--- src/design/flvac_pkg.sv ---
`default_nettype none
package flvac_pkg;

  localparam int LENGTH_BITS = 32;

  localparam logic [2:0] PREFIX_RESET  = 3'd4;
  localparam logic [2:0] HDR_LEN       = 3'd5;
  localparam logic [2:0] CFG_SKIP_LEN  = 3'd4;
  localparam logic [2:0] SET_LEN_BYTES = 3'd2;
  localparam logic [2:0] START_CODE_N  = 3'd4;
  localparam logic [7:0] PKT_SEQ_HDR   = 8'h00;
  localparam logic [7:0] PKT_NALU      = 8'h01;

  typedef enum logic [1:0] {
    ERR_NONE      = 2'd0,
    ERR_PKT_TYPE  = 2'd1,
    ERR_TRUNCATED = 2'd2
  } flvac_err_t;

  typedef enum logic [10:0] {
    PH_HDR       = 11'b00000000001,
    PH_SEQ_HDR   = 11'b00000000010,
    PH_NALU_HDR  = 11'b00000000100,
    PH_CFG_SKIP  = 11'b00000001000,
    PH_CFG_LEN   = 11'b00000010000,
    PH_SET_COUNT = 11'b00000100000,
    PH_SET_LEN   = 11'b00001000000,
    PH_SET_DATA  = 11'b00010000000,
    PH_NALU_LEN  = 11'b00100000000,
    PH_NALU_DATA = 11'b01000000000,
    PH_DISCARD   = 11'b10000000000
  } flvac_phase_t;

  typedef struct packed {
    logic       start_code;
    logic       data;
    logic [7:0] data_byte;
    logic       done;
    flvac_err_t err;
  } flvac_res_t;

endpackage
`default_nettype wire

--- src/design/flvac_parser.sv ---
`default_nettype none
module flvac_parser (
  input  wire logic              clk,
  input  wire logic              rst,
  input  wire logic              fire,
  input  wire logic [7:0]        in_byte,
  input  wire logic              tag_end,
  output flvac_pkg::flvac_res_t  res
);
  import flvac_pkg::*;

  flvac_phase_t            phase, phase_next;
  logic [2:0]              field_count, field_count_next;
  logic [2:0]              prefix_size, prefix_size_next;
  logic [LENGTH_BITS-1:0]  length_accum, length_accum_next;
  logic [LENGTH_BITS-1:0]  bytes_left, bytes_left_next;
  logic [4:0]              sets_left, sets_left_next;
  logic                    doing_pps, doing_pps_next;
  flvac_err_t              tag_error, tag_error_next;

  logic [2:0]              fc_inc;
  logic [15:0]             set_len;
  logic [LENGTH_BITS-1:0]  nalu_len;
  logic [LENGTH_BITS-1:0]  bl_dec;
  logic [4:0]              sets_dec;
  logic                    set_fin;
  flvac_err_t              err;

  assign fc_inc   = field_count + 3'd1;
  assign set_len  = {length_accum[7:0], in_byte};
  assign nalu_len = {length_accum[LENGTH_BITS-9:0], in_byte};
  assign bl_dec   = bytes_left - {{(LENGTH_BITS-1){1'b0}}, 1'b1};
  assign sets_dec = sets_left - 5'd1;

  always_comb begin
    phase_next        = phase;
    field_count_next  = field_count;
    prefix_size_next  = prefix_size;
    length_accum_next = length_accum;
    bytes_left_next   = bytes_left;
    sets_left_next    = sets_left;
    doing_pps_next    = doing_pps;
    tag_error_next    = tag_error;
    set_fin           = 1'b0;
    err               = ERR_NONE;
    res               = '0;
    res.data_byte     = in_byte;

    unique case (phase)
      PH_HDR: begin
        if (field_count == 3'd1) begin
          if (in_byte == PKT_SEQ_HDR) begin
            phase_next = PH_SEQ_HDR;
          end else if (in_byte == PKT_NALU) begin
            phase_next = PH_NALU_HDR;
          end else begin
            phase_next     = PH_DISCARD;
            tag_error_next = ERR_PKT_TYPE;
          end
        end
        field_count_next = fc_inc;
      end
      PH_SEQ_HDR, PH_NALU_HDR: begin
        field_count_next = fc_inc;
        if (fc_inc >= HDR_LEN) begin
          phase_next        = (phase == PH_SEQ_HDR) ? PH_CFG_SKIP : PH_NALU_LEN;
          field_count_next  = 3'd0;
          length_accum_next = '0;
        end
      end
      PH_CFG_SKIP: begin
        field_count_next = fc_inc;
        if (fc_inc >= CFG_SKIP_LEN) begin
          phase_next       = PH_CFG_LEN;
          field_count_next = 3'd0;
        end
      end
      PH_CFG_LEN: begin
        prefix_size_next = {1'b0, in_byte[1:0]} + 3'd1;
        phase_next       = PH_SET_COUNT;
        doing_pps_next   = 1'b0;
      end
      PH_SET_COUNT: begin
        sets_left_next = in_byte[4:0];
        if (in_byte[4:0] != 5'd0) begin
          phase_next        = PH_SET_LEN;
          field_count_next  = 3'd0;
          length_accum_next = '0;
        end else if (!doing_pps) begin
          doing_pps_next = 1'b1;
        end else begin
          phase_next = PH_DISCARD;
        end
      end
      PH_SET_LEN: begin
        length_accum_next = {{(LENGTH_BITS-16){1'b0}}, set_len};
        field_count_next  = fc_inc;
        if (fc_inc >= SET_LEN_BYTES) begin
          res.start_code   = 1'b1;
          bytes_left_next  = {{(LENGTH_BITS-16){1'b0}}, set_len};
          field_count_next = 3'd0;
          if (set_len == 16'd0) begin
            set_fin = 1'b1;
          end else begin
            phase_next = PH_SET_DATA;
          end
        end
      end
      PH_SET_DATA: begin
        res.data        = 1'b1;
        bytes_left_next = bl_dec;
        if (bl_dec == '0) begin
          set_fin = 1'b1;
        end
      end
      PH_NALU_LEN: begin
        length_accum_next = nalu_len;
        field_count_next  = fc_inc;
        if (fc_inc >= prefix_size) begin
          res.start_code    = 1'b1;
          bytes_left_next   = nalu_len;
          field_count_next  = 3'd0;
          length_accum_next = '0;
          if (nalu_len != '0) begin
            phase_next = PH_NALU_DATA;
          end
        end
      end
      PH_NALU_DATA: begin
        res.data        = 1'b1;
        bytes_left_next = bl_dec;
        if (bl_dec == '0) begin
          phase_next        = PH_NALU_LEN;
          field_count_next  = 3'd0;
          length_accum_next = '0;
        end
      end
      default: begin
        phase_next = PH_DISCARD;
      end
    endcase

    if (set_fin) begin
      sets_left_next = sets_dec;
      if (sets_dec != 5'd0) begin
        phase_next        = PH_SET_LEN;
        field_count_next  = 3'd0;
        length_accum_next = '0;
      end else if (!doing_pps) begin
        doing_pps_next = 1'b1;
        phase_next     = PH_SET_COUNT;
      end else begin
        phase_next = PH_DISCARD;
      end
    end

    if (tag_end) begin
      err = tag_error_next;
      if (err == ERR_NONE) begin
        case (phase_next) inside
          PH_HDR, PH_SEQ_HDR, PH_NALU_HDR, PH_SET_DATA, PH_NALU_DATA: begin
            err = ERR_TRUNCATED;
          end
          PH_SET_LEN, PH_NALU_LEN: begin
            if (field_count_next != 3'd0) begin
              err = ERR_TRUNCATED;
            end
          end
          default: begin
            err = ERR_NONE;
          end
        endcase
      end
      res.done          = 1'b1;
      res.err           = err;
      phase_next        = PH_HDR;
      field_count_next  = 3'd0;
      length_accum_next = '0;
      bytes_left_next   = '0;
      sets_left_next    = 5'd0;
      doing_pps_next    = 1'b0;
      tag_error_next    = ERR_NONE;
    end
  end

  always_ff @(posedge clk) begin
    if (rst) begin
      phase        <= PH_HDR;
      field_count  <= 3'd0;
      prefix_size  <= PREFIX_RESET;
      length_accum <= '0;
      bytes_left   <= '0;
      sets_left    <= 5'd0;
      doing_pps    <= 1'b0;
      tag_error    <= ERR_NONE;
    end else if (fire) begin
      phase        <= phase_next;
      field_count  <= field_count_next;
      prefix_size  <= prefix_size_next;
      length_accum <= length_accum_next;
      bytes_left   <= bytes_left_next;
      sets_left    <= sets_left_next;
      doing_pps    <= doing_pps_next;
      tag_error    <= tag_error_next;
    end
  end

endmodule
`default_nettype wire

--- src/design/flvac_out.sv ---
`default_nettype none
module flvac_out (
  input  wire logic              clk,
  input  wire logic              rst,
  input  wire logic              fire,
  input  flvac_pkg::flvac_res_t  res,
  output logic                   take,
  output logic                   out_valid,
  input  wire logic              out_ready,
  output logic [7:0]             out_byte,
  output logic                   byte_valid,
  output logic                   unit_start,
  output logic                   tag_done,
  output logic [1:0]             error_code
);
  import flvac_pkg::*;

  logic [2:0]  cnt;
  logic        is_sc;
  logic        is_data;
  logic [7:0]  dbyte;
  logic        done;
  flvac_err_t  err;
  logic        load;

  assign load      = fire && (res.start_code || res.data || res.done);
  assign out_valid = (cnt != 3'd0);
  assign take      = (cnt == 3'd0) || ((cnt == 3'd1) && out_ready);

  assign out_byte   = is_sc ? {7'd0, (cnt == 3'd1)} : (is_data ? dbyte : 8'd0);
  assign byte_valid = is_sc || is_data;
  assign unit_start = is_sc && (cnt == START_CODE_N);
  assign tag_done   = done && (cnt == 3'd1);
  assign error_code = tag_done ? err : ERR_NONE;

  always_ff @(posedge clk) begin
    if (rst) begin
      cnt <= 3'd0;
    end else if (load) begin
      cnt <= res.start_code ? START_CODE_N : 3'd1;
    end else if (out_valid && out_ready) begin
      cnt <= cnt - 3'd1;
    end
  end

  always_ff @(posedge clk) begin
    if (load) begin
      is_sc   <= res.start_code;
      is_data <= res.data;
      dbyte   <= res.data_byte;
      done    <= res.done;
      err     <= res.err;
    end
  end

endmodule
`default_nettype wire

--- src/design/flv_avc_to_annexb_converter_unit.sv ---
// Output: each result is registered, appearing in the cycle after its byte is accepted.
// Throughput: one tag byte per cycle while out_ready holds; a unit length that
// completes emits a four-byte start code, holding input until its last byte goes.
// Reset: synchronous rst returns parsing to the tag header, length-prefix
// size to four bytes and empties the output register.
`default_nettype none
module flv_avc_to_annexb_converter_unit (
  input  wire logic        clk,
  input  wire logic        rst,
  input  wire logic        in_valid,
  output logic             in_ready,
  input  wire logic [7:0]  in_byte,
  input  wire logic        tag_end,
  output logic             out_valid,
  input  wire logic        out_ready,
  output logic [7:0]       out_byte,
  output logic             byte_valid,
  output logic             unit_start,
  output logic             tag_done,
  output logic [1:0]       error_code
);
  import flvac_pkg::*;

  flvac_res_t res;
  logic       fire;

  assign fire = in_valid && in_ready;

  flvac_parser u_parser (
    .clk     (clk),
    .rst     (rst),
    .fire    (fire),
    .in_byte (in_byte),
    .tag_end (tag_end),
    .res     (res)
  );

  flvac_out u_out (
    .clk        (clk),
    .rst        (rst),
    .fire       (fire),
    .res        (res),
    .take       (in_ready),
    .out_valid  (out_valid),
    .out_ready  (out_ready),
    .out_byte   (out_byte),
    .byte_valid (byte_valid),
    .unit_start (unit_start),
    .tag_done   (tag_done),
    .error_code (error_code)
  );

endmodule
`default_nettype wire

--- config.mk ---
export PLATFORM = sky130hd
export DESIGN_NAME = flv_avc_to_annexb_converter_unit
export DESIGN_NICKNAME = d
export VERILOG_FILES = /design/src/design/flvac_pkg.sv /design/src/design/flvac_parser.sv /design/src/design/flvac_out.sv /design/src/design/flv_avc_to_annexb_converter_unit.sv
export SDC_FILE = /design/constraint.sdc
export NUM_CORES = 1
export LEC_CHECK = 0
export BUFFER_PORTS_ARGS = -buffer_cell sky130_fd_sc_hd__buf_2
export CAP_MARGIN = 20
export CORE_ASPECT_RATIO = 1.4
export CORE_UTILIZATION = 59
export CTS_CLUSTER_DIAMETER = 80
export DETAILED_ROUTE_END_ITERATION = 10
export PLACE_DENSITY = 0.77
export SYNTH_ARGS = -nofsm -noshare
export SYNTH_HDL_FRONTEND = slang
export SYNTH_SLANG_ARGS = --single-unit
--- constraint.sdc ---
create_clock -name clk -period 5 [get_ports clk]
set_input_delay 0.75 -clock clk [delete_from_list [all_inputs] [get_ports clk]]
set_output_delay 0.75 -clock clk [all_outputs]
set_load 0.1 [all_outputs]
==> results of run 1 <==
-- synth_stat cells, drive strengths merged, types with 5 or more instances --
cell type / n / area share (%)
or4: 13 / 1.7
a22oi: 22 / 2.8
clkbuf: 35 / 2.2
a2111oi: 5 / 0.74
nand2b: 6 / 0.64
nor2: 96 / 6.1
nand2: 66 / 4.2
or3: 7 / 0.74
buf: 11 / 0.99
nor3b: 9 / 1.1
xnor2: 13 / 1.9
ha: 16 / 3.4
inv: 19 / 1.2
nor4b: 6 / 0.89
xor2: 10 / 1.5
nand3b: 8 / 1.0
nand3: 16 / 1.4
and2: 16 / 1.7
o31ai: 10 / 1.4
and3: 5 / 0.53
dfxtp: 84 / 28
a22o: 26 / 3.9
nand4: 9 / 0.95
nor2b: 8 / 0.85
o21ai: 44 / 3.7
nor3: 40 / 3.4
nor4: 26 / 3.0
nand4b: 6 / 0.89
edfxtp: 13 / 6.6
a21oi: 50 / 4.3
-- worst max-delay path, delay by kind of cell (launching register included) --
kind                     cells  cell delay [ps]
AO/OA/AOI/OAI                3              870
AND/OR/NAND/NOR              6             2260
adder cells (fa/ha/maj)      1              320
buffers and inverters        2              300
flip-flops                   1              410
-- logic make-up after synthesis --
logic type / after synthesis / share of synthesized area, %
adders and majority gates: 16 / 3.39
xor gates and xnor gates: 23 / 3.41
DFF: 97 / 35.1
and+or+nand+nor: 352 / 31.3
AOI/OAI and AO/OA: 199 / 22.4
buffers and inverters: 66 / 4.49
-- power by group --
| part | switching [uW] | internal (uW) |
|---|---|---|
| Clock | 317 | 541 |
| Sequential | 31.1 | 832 |
| Combinational | 685 | 237 |
-- how the worst max path moves through the flow --
stage	depth (start not counted)	slack (ps)	from	end
2_1_floorplan	8	1050	out_ready	u_parser.length_accum[10]
3_3_place_gp	12	910	u_parser.bytes_left[0]	u_parser.length_accum[4]
3_5_place_dp	12	890	u_parser.bytes_left[0]	u_parser.length_accum[6]
4_1_cts	12	830	u_parser.bytes_left[0]	u_parser.length_accum[6]
5_1_grt	12	520	u_parser.bytes_left[0]	u_parser.length_accum[5]
6_report	12	740	u_parser.bytes_left[0]	u_parser.length_accum[6]
-- routing by layer --
| layer | part of all wire (%) | vias up |
|---|---|---|
| li1 | - | 2790 |
| met1 | 37 | 2873 |
| met2 | 49 | 352 |
| met3 | 7.4 | 90 |
| met4 | 5.8 | 0 |
| met5 | 0 | - |
-- final cells by class --
type / instances / share of cell area [%]
clock buffer: 9 / 3.48
clock inverter: 7 / 2.18
inverter: 20 / 1.16
multi-input combinational: 590 / 55.2
sequential: 97 / 32.0
tap: 132 / 2.55
timing repair buffer: 39 / 3.48
-- flip-flops by register name (all words and copies together), names as in the netlist, 3 cells and up --
| name | flops |
|---|---|
| u_parser.phase | 11 |
| u_out.dbyte | 8 |
| u_parser.sets_left | 5 |
| u_out.cnt | 3 |
| u_parser.bytes_left | 32 |
| u_parser.field_count | 3 |
| u_parser.length_accum | 24 |
| u_parser.prefix_size | 3 |
-- metrics by stage --
step / hold slack [ps] / utilization, % / setup slack, ps
2_1_floorplan: 432 / - / 1050
3_3_place_gp: 443 / 63.5 / 907
3_5_place_dp: 451 / 63.5 / 891
4_1_cts: 461 / 67.4 / 830
5_1_grt: 499 / 67.4 / 516
6_report: 457 / 67.4 / 739
==> run_results.csv, run 1 <==
group,metric,value,unit
setup_path,reg2reg_from,"u_parser.bytes_left[0]",
setup_path,critical_path_arrival,4500,ps
yosys,synth_edf_count,13,
yosys,syn-instance-count,753,
grt,antenna_violations_before_repair,0,
cts,clock_tree.htree_level_count,3,
route,detail_route.iter0.violations,542,
yosys,synth_flop_cell,"sky130_fd_sc_hd__dfxtp_1",
cells_and_area,mostFrequentLayoutCells,"sky130_fd_sc_hd__nor2_1, sky130_fd_sc_hd__dfxtp_1, sky130_fd_sc_hd__nand2_1",
cts,clkTransAtPathRegs,70,ps
setup_path,critical_path.endpoint_type,"flop",
floorplan,core_region_area,9620,sq um
grt,track_usage,36.7,%
cells_and_area,layout-drive-gt1-share,8.66,%
cells_and_area,antenna_cells,0,
sta,final-hold-violation-count,0,
pwr,cellPowerDensity,408,nW/um^2
cells_and_area,layout-area-overhead-vs-synth,9.59,%
sta,finalWorstPathRequiredPeriod,4260,ps
pwr,power.static_leakage,0.00244,uW
grt,gr-usage-met2,63.4,%
yosys,synth_sequential_area_ratio,35.1,%
sta,finalClockSkew,8.15,ps
cts,clock_tree.root_cell,"sky130_fd_sc_hd__clkbuf_16",
cells_and_area,register_area,2070,sq um
sta,fin_setup_tns,0,ps
grt,grt_pass1_vias,5725,
setup_path,critical_path.startpoint_type,"flop",
cells_and_area,count_of_nets_after_finishing,786,
route,route.detailed.vias_per_inst,6.83,
placed_design,count_of_port_buffers_added_during_placement,27,
setup_path,maximum_single_stage_delay_on_the_critical_path,710,ps
cts,clk_latency,350,ps
cts,cts_max_path_buffers,2,
sta,timing.max_slew.rel_slack,31.2,%
yosys,post_synth_instance_area,5910,sq um
setup_path,crit_chain,"inv_1, ha_1, nor3b_1, buf_4, nand4_1, o21ai_0, nand2_1, or4_1, nor3_1, a311oi_1, or3_1, a22o_1",
floorplan,floorplan.io_pins,28,
setup_path,worst_ep_required_time,5240,ps
floorplan,dieArea,10400,sq um
cells_and_area,fillCellCount,857,
pwr,p_total,2640,uW
setup_path,critPathSlowestCell,"sky130_fd_sc_hd__or3_1",
route,drt_pre_antenna_iters,5,
cts,tritoncts_clock_tree,"built",
floorplan,rows,42,
sta,max_clock_freq,0.235,GHz
yosys,synth_fp_nets,782,
yosys,ys.warnings.count,0,
sta,period_utilisation_layout,85.2,%
yosys,synthDistinctLibCells,65,
cts,cts-hold-fix-buffers,0,
status,run_status,"complete, no violations",
floorplan,starting_density_of_the_core,61.5,%
pwr,power.ir.vdd_worst,0.000345,V
job,timing.max_cap.violations,0,
yosys,asyncSetResetFlopFracSynth,0,%
yosys,synth_area_per_cell,7.85,sq um
sta,rsz0062_at_grt,"false",
setup_path,regToRegEndpoint,"u_parser.length_accum[6]",
min_path,timing.hold.worst_path_depth,2,
setup_path,critical_path_peak_fanout,24,
grt,globalRouteMet3Util,6.62,%
route,ant_nets,0,
min_path,hold_path.class,"reg2reg",
placed_design,dp_hpwl,13200,um
cells_and_area,final_cell_area,6480,sq um
setup_path,worstRegToRegCells,12,
route,route.detailed.drc,0,
cts,cts_buffers,9,
route,route.vias.total,6105,
grt,grt-busiest-layer,"met2",
placed_design,gp_congestion,0.953,
route,detail_route.wl_per_cell,20.7,um
sta,worst_pin_slew,1020,ps
setup_path,worst-setup-path-type,"reg2reg",
placed_design,place_inst,878,
cts,clock_sink_count,97,
grt,wire_length_of_the_first_global_routing_pass,29300,um
route,detail_route.wirelength,18500,um
sta,setup_viol,0,
grt,pin_count_of_the_biggest_net_entering_global_routing,43,
cells_and_area,finish.cell_count_without_fillers,894,
cells_and_area,mostFrequentLayoutCell,"sky130_fd_sc_hd__nor2_1",
setup_path,rrSetupSlack,740,ps
floorplan,die-width,86.6,um
grt,grt_remaining_overflow,0,
cts,setup_bufs_post_cts,0,
yosys,synth.ff_latch_count,97,
sta,report.final.slew_viol_count,0,
grt,grt.met1_usage,42.2,%
min_path,min_to,"u_parser.prefix_size[1]",
cts,post_cts_resized,0,
floorplan,die_y,120,um
placed_design,cell_area_after_placement,6110,sq um
min_path,worst_hold_startpoint,"u_parser.prefix_size[1]",
cells_and_area,multi_input_gate_area_in_the_final_layout,3570,sq um
Note: power is estimated with default switching activity, not from simulation.
==> run 2, diff against run 1 <==
BUFFER_PORTS_ARGS = default   (was -buffer_cell sky130_fd_sc_hd__buf_2)
CORE_UTILIZATION = 45   (was 59)
DONT_BUFFER_PORTS = 1   (was default)
PLACE_DENSITY = default   (was 0.77)
==> run_results.csv, run 2 (synthesized netlist as in run 1, its figures left out) <==
group,metric,value,unit
pwr,power.ir.vdd_worst,0.000234,V
sta,rsz0062_at_grt,"false",
route,detail_route.iter0.violations,319,
cells_and_area,top_regs,"u_parser.bytes_left x32, u_parser.length_accum x24, u_parser.phase x11",
floorplan,rows,49,
floorplan,die_y,138,um
route,drt_pre_antenna_iters,5,
cts,cts_max_path_buffers,2,
grt,grt_remaining_overflow,0,
route,detail_route.wirelength,18500,um
job,timing.max_cap.violations,0,
cells_and_area,antenna_cells,0,
placed_design,gp_congestion,1.00,
cts,clkTransAtPathRegs,70,ps
sta,finalWorstPathRequiredPeriod,4260,ps
pwr,power.share.sequential,35.3,%
cts,clk_latency,350,ps
cts,clock_tree.root_cell,"sky130_fd_sc_hd__clkbuf_16",
cells_and_area,fillCellCount,1273,
sta,final-hold-violation-count,0,
grt,wire_length_of_the_first_global_routing_pass,29400,um
floorplan,dieArea,13600,sq um
floorplan,die-width,98.9,um
status,run_status,"complete, no violations",
cells_and_area,count_of_nets_after_finishing,759,
floorplan,core_region_area,12800,sq um
route,detail_route.wl_per_cell,20.9,um
cells_and_area,mostFrequentLayoutCell,"sky130_fd_sc_hd__nor2_1",
pwr,comb_power_share,36.3,%
sta,report.final.slew_viol_count,0,
pwr,power.static_leakage,0.00229,uW
grt,grt_pass1_vias,5380,
pwr,clock_power_share,28.4,%
setup_path,critical_path.startpoint_type,"flop",
cells_and_area,mostFrequentLayoutCells,"sky130_fd_sc_hd__nor2_1, sky130_fd_sc_hd__dfxtp_1, sky130_fd_sc_hd__nand2_1",
cts,cts_buffers,9,
cells_and_area,layout-area-overhead-vs-synth,6.73,%
cts,tritoncts_clock_tree,"built",
cells_and_area,largest_reg_flops,32,
sta,max_clock_freq,0.235,GHz
floorplan,floorplan.io_pins,28,
route,route.vias.total,5738,
placed_design,count_of_port_buffers_added_during_placement,0,
cts,clock_sink_count,97,
cts,clock_tree.htree_level_count,3,
sta,fin_setup_tns,0,ps
setup_path,worst-setup-path-type,"reg2reg",
grt,track_usage,28.1,%
sta,worst_pin_slew,1080,ps
setup_path,worst_ep_required_time,5240,ps
floorplan,starting_density_of_the_core,46.1,%
pwr,internal-power,1420,uW
cts,setup_bufs_post_cts,0,
setup_path,critical_path.endpoint_type,"flop",
sta,period_utilisation_layout,85.3,%
sta,final.hold.worst_slack,452,ps
sta,finalClockSkew,7.61,ps
placed_design,dp_hpwl,13700,um
pwr,cellPowerDensity,388,nW/um^2
grt,pin_count_of_the_biggest_net_entering_global_routing,62,
min_path,hold_path.class,"reg2reg",
setup_path,critical_path_arrival,4500,ps
cells_and_area,layout-drive-gt1-share,5.85,%
route,route.detailed.vias_per_inst,6.46,
route,ant_nets,0,
pwr,power.switching_fraction,41.8,%
grt,antenna_violations_before_repair,0,
route,route.detailed.drc,0,
sta,timing.max_slew.rel_slack,27.8,%
pwr,switching_power,1020,uW
setup_path,critical_path_peak_fanout,24,
cells_and_area,largest_register,"u_parser.bytes_left",
sta,setup_viol,0,
run 2: path summary, 6_finish.rpt:
path,from,to,slack [ps],cells after the start
worst max register to register,u_parser.bytes_left[0],u_parser.length_accum[15],740,11
worst min register to register,u_parser.prefix_size[1],u_parser.prefix_size[1],450,2
worst max-delay path,u_parser.bytes_left[0],u_parser.length_accum[15],740,11
worst min-delay path,u_parser.prefix_size[1],u_parser.prefix_size[1],450,2
run 2: critical path, stage by stage (launching register included):
cell and delay [ps]:
sky130_fd_sc_hd__dfxtp_1 410, sky130_fd_sc_hd__inv_1 100, sky130_fd_sc_hd__ha_1 300, sky130_fd_sc_hd__nor3b_2 440, sky130_fd_sc_hd__nand4_1 380, sky130_fd_sc_hd__o21ai_0 350
sky130_fd_sc_hd__nand2_1 110, sky130_fd_sc_hd__or4_1 560, sky130_fd_sc_hd__nor3_1 290, sky130_fd_sc_hd__a311oi_1 140, sky130_fd_sc_hd__or3_1 710, sky130_fd_sc_hd__a22o_1 370
run 2: area by class of cell:
cell class / count / area [sq um] / share of cell area (%)
Multi-Input combinational cell: 590 / 3580 / 56.8
Sequential cell: 97 / 2070 / 32.8
Clock buffer: 10 / 239 / 3.79
Tap cell: 153 / 191 / 3.03
Timing Repair Buffer: 12 / 90.1 / 1.43
Inverter: 20 / 75.1 / 1.19
Clock inverter: 6 / 56.3 / 0.893
run 2: per-layer routing:
| layer | GRT usage [%] | vias to the layer above | part of all wire [%] |
|---|---|---|---|
| li1 | - | 2741 | - |
| met1 | 32.1 | 2707 | 40 |
| met2 | 50.3 | 226 | 51 |
| met4 | 16.3 | 0 | 4.8 |
| met5 | 0 | - | 0 |
| met3 | 3.45 | 64 | 4.9 |
run 2: timing repair:
action	4_1_cts	5_1_grt
resized for setup	0	1
endpoints found under the setup margin	0	12
hold buffers	0	0
run 2: per-stage QoR:
stage | util, % | power (uW) | instances | setup slack (ps) | instance area [sq um]
final | 49.2 | 2450 | 888 | 736 | 6310
after global routing | 49.2 | 2570 | 888 | 372 | 6310
after CTS | 49.1 | 2450 | 887 | 500 | 6300
after detailed placement | 46.8 | 1760 | 871 | 527 | 6000
after global placement | 46.8 | 1750 | 871 | 728 | 6000
after floorplan | - | 1580 | 753 | 1050 | 5910
run 2: power by group through the flow:
stage / Clock [uW] / Sequential, uW / Combinational, uW
detailed placement: 0 / 882 / 875
floorplan: 0 / 866 / 716
global route: 740 / 870 / 955
global placement: 0 / 880 / 874
finish: 695 / 865 / 887
CTS: 704 / 864 / 880
==> run 3, diff against run 2 <==
ABC_AREA = 1   (was default)
CORE_ASPECT_RATIO = 1.2   (was 1.4)
==> run_results.csv, run 3 <==
group,metric,value,unit
sta,worst_pin_slew,1080,ps
route,detail_route.wl_per_cell,15.9,um
cells_and_area,final_cell_area,7350,sq um
yosys,synth-xor-area-share,1.02,%
yosys,synthDistinctLibCells,44,
pwr,power.ir.vdd_worst,0.000301,V
placed_design,count_of_port_buffers_added_during_placement,0,
floorplan,dieArea,15700,sq um
setup_path,regToRegEndpoint,"u_parser.bytes_left[29]",
route,drt_pre_antenna_iters,5,
sta,max_clock_freq,0.256,GHz
min_path,min_to,"u_parser.phase[6]",
cells_and_area,final_core_utilization,49.1,%
cts,cts_max_path_buffers,2,
yosys,post_synth_instance_area,6860,sq um
setup_path,reg2reg_from,"u_parser.field_count[0]",
cells_and_area,register_area,2070,sq um
cells_and_area,top_regs,"u_parser.bytes_left x32, u_parser.length_accum x24, u_parser.phase x11",
cts,tritoncts_clock_tree,"built",
yosys,synth.ff_latch_count,97,
sta,setup_viol,0,
yosys,yosysMostFrequentCell,"sky130_fd_sc_hd__nand2_1",
pwr,cellPowerDensity,401,nW/um^2
yosys,synth_fp_nets,1136,
floorplan,rows,49,
sta,timing.max_slew.rel_slack,28.0,%
cells_and_area,fillCellCount,1660,
sta,rsz0062_at_grt,"false",
setup_path,rrSetupSlack,1090,ps
yosys,asyncSetResetFlopFracSynth,0,%
grt,grt_remaining_overflow,0,
grt,pin_count_of_the_biggest_net_entering_global_routing,76,
placed_design,dp_hpwl,15500,um
min_path,worst_hold_startpoint,"rst",
cts,clock_tree.root_cell,"sky130_fd_sc_hd__clkbuf_16",
setup_path,source_of_the_critical_timing_path,"u_parser.field_count[0]",
route,route.detailed.vias_per_inst,5.30,
yosys,yosys.area.top_type,"sky130_fd_sc_hd__dfxtp_1",
yosys,synth_sequential_area_ratio,30.2,%
cts,cts_buffers,9,
floorplan,core_region_area,15000,sq um
sta,period_utilisation_layout,78.2,%
sta,final.hold.worst_slack,450,ps
setup_path,worstRegToRegCells,15,
route,route.detailed.drc,0,
yosys,synth_adder_area_share,2.92,%
sta,finalClockSkew,11.8,ps
placed_design,gp_congestion,0.970,
sta,finalWorstPathRequiredPeriod,3910,ps
route,detail_route.iter0.violations,545,
grt,grt_pass1_vias,6402,
floorplan,floorplan.io_pins,28,
yosys,syn-instance-count,1107,
yosys,synthMuxAreaShare,0,%
grt,antenna_violations_before_repair,0,
grt,track_usage,27.5,%
min_path,hold_path.class,"in2reg",
route,route.vias.total,6890,
floorplan,die-width,115,um
sta,report.final.slew_viol_count,0,
cells_and_area,mostFrequentLayoutCell,"sky130_fd_sc_hd__nand2_1",
cells_and_area,multi_input_gate_area_in_the_final_layout,4170,sq um
cts,cts-hold-fix-buffers,0,
floorplan,starting_density_of_the_core,45.8,%
min_path,timing.hold.worst_path_depth,1,
yosys,synth.area.top_cells,"sky130_fd_sc_hd__dfxtp_1, sky130_fd_sc_hd__nand2_1, sky130_fd_sc_hd__a21oi_1",
yosys,synth_flop_cell,"sky130_fd_sc_hd__dfxtp_1",
cts,clk_latency,370,ps
pwr,power.static_leakage,0.00301,uW
cells_and_area,mostFrequentLayoutCells,"sky130_fd_sc_hd__nand2_1, sky130_fd_sc_hd__inv_1, sky130_fd_sc_hd__nor2_1",
cts,clock_sink_count,97,
yosys,ys.warnings.count,0,
sta,final-hold-violation-count,0,
cts,post_cts_resized,0,
cells_and_area,antenna_cells,0,
yosys,synth-compound-area-share,16.8,%
cts,setup_bufs_post_cts,0,
setup_path,worst-setup-path-type,"reg2reg",
job,timing.max_cap.violations,0,
cts,clock_tree.htree_level_count,3,
setup_path,critical_path_arrival,4210,ps
cells_and_area,largest_reg_flops,32,
setup_path,critical_path.endpoint_type,"flop",
cells_and_area,count_of_nets_after_finishing,1119,
setup_path,critical_path.startpoint_type,"flop",
yosys,synth_top_family_by_area,"simple AND/OR/NAND/NOR gates",
cts,clkTransAtPathRegs,70,ps
placed_design,cell_area_after_placement,7010,sq um
yosys,netlist_top_cells_count,"sky130_fd_sc_hd__nand2_1, sky130_fd_sc_hd__inv_1, sky130_fd_sc_hd__nor2_1, sky130_fd_sc_hd__a21oi_1, sky130_fd_sc_hd__dfxtp_1",
grt,wire_length_of_the_first_global_routing_pass,33000,um
setup_path,worst_ep_required_time,5300,ps
sta,fin_setup_tns,0,ps
cells_and_area,layout-area-overhead-vs-synth,7.17,%
floorplan,die_y,137,um
route,detail_route.wirelength,20600,um
status,run_status,"complete, no violations",
cells_and_area,layout-drive-gt1-share,7.85,%
yosys,synth_top_cell_area_share,24.5,%
yosys,synth_edf_count,13,
yosys,synth_area_per_cell,6.19,sq um
setup_path,critical_path_peak_fanout,32,
cells_and_area,largest_register,"u_parser.bytes_left",
yosys,yosys.area_share.simple,39.7,%
route,ant_nets,0,
[run 3: cell types whose count changed after synthesis, moves of 26 or more]
cell	previous run	this run
sky130_fd_sc_hd__inv_1	19	117
sky130_fd_sc_hd__o21ai_0	42	74
sky130_fd_sc_hd__nand3_1	16	63
sky130_fd_sc_hd__a21oi_1	49	93
sky130_fd_sc_hd__nand2_1	66	351
sky130_fd_sc_hd__nor3_1	40	14
[run 3: layer usage]
| metal | wire length (um) | GRT usage [%] | vias to the layer above |
|---|---|---|---|
| li1 | - | - | 3573 |
| met1 | 9030 | 32.9 | 3121 |
| met2 | 10200 | 48.6 | 149 |
| met3 | 692 | 3.65 | 47 |
| met4 | 691 | 13.2 | 0 |
| met5 | 0 | 0 | - |
[run 3: power by group]
part | internal (uW) | switching (uW)
Clock | 449 | 348
Combinational | 305 | 957
Sequential | 844 | 40.3
Total | 1600 | 1350
[run 3: through the flow]
| stage | cells | setup WS, ps | power [uW] |
|---|---|---|---|
| 4_1_cts | 1298 | 1090 | 2960 |
| 3_3_place_gp | 1282 | 1220 | 2160 |
| 6_report | 1299 | 1090 | 2940 |
| 5_1_grt | 1299 | 655 | 3110 |
| 2_1_floorplan | 1107 | 1210 | 1890 |
| 3_5_place_dp | 1282 | 1120 | 2160 |
[run 3: worst max-delay path, stage by stage (launching register included)]
cell	delay (ps)
sky130_fd_sc_hd__dfxtp_1	380
sky130_fd_sc_hd__ha_1	250
sky130_fd_sc_hd__xnor2_1	270
sky130_fd_sc_hd__inv_1	160
sky130_fd_sc_hd__ha_1	350
sky130_fd_sc_hd__nand2_1	60
sky130_fd_sc_hd__o21ai_0	140
sky130_fd_sc_hd__a31o_2	260
sky130_fd_sc_hd__inv_1	120
sky130_fd_sc_hd__o22ai_1	200
sky130_fd_sc_hd__nand2_1	130
sky130_fd_sc_hd__nand2_1	530
sky130_fd_sc_hd__inv_2	110
sky130_fd_sc_hd__nor2_4	600
sky130_fd_sc_hd__nand2_1	130
sky130_fd_sc_hd__a21oi_1	150
[run 3: kinds of logic (layout without fill, tap and decap cells)]
family	Yosys count	count (layout)
adders and majority gates	16	16
buffers and inverters	159	147
and+or+nand+nor	617	617
DFF	97	97
xor gates and xnor gates	8	8
AOI/OAI and AO/OA	210	210
[run 3: layout make-up]
cell class	count	area share, %
well taps	204	3.47
clock inverters	7	1.46
clock buffers	9	3.06
repair buffers	6	0.613
flip-flops and latches	97	28.2
multi-input cells	851	56.8
inverters	125	6.39
[run 3: how the worst max path moves through the flow]
stage | slack, ps | to | cells past startpoint
2_1_floorplan | 1210 | u_parser.bytes_left[12] | 12
3_3_place_gp | 1220 | u_parser.bytes_left[29] | 15
3_5_place_dp | 1120 | u_parser.bytes_left[13] | 15
4_1_cts | 1090 | u_parser.bytes_left[13] | 15
5_1_grt | 650 | u_parser.bytes_left[4] | 15
6_report | 1090 | u_parser.bytes_left[29] | 15
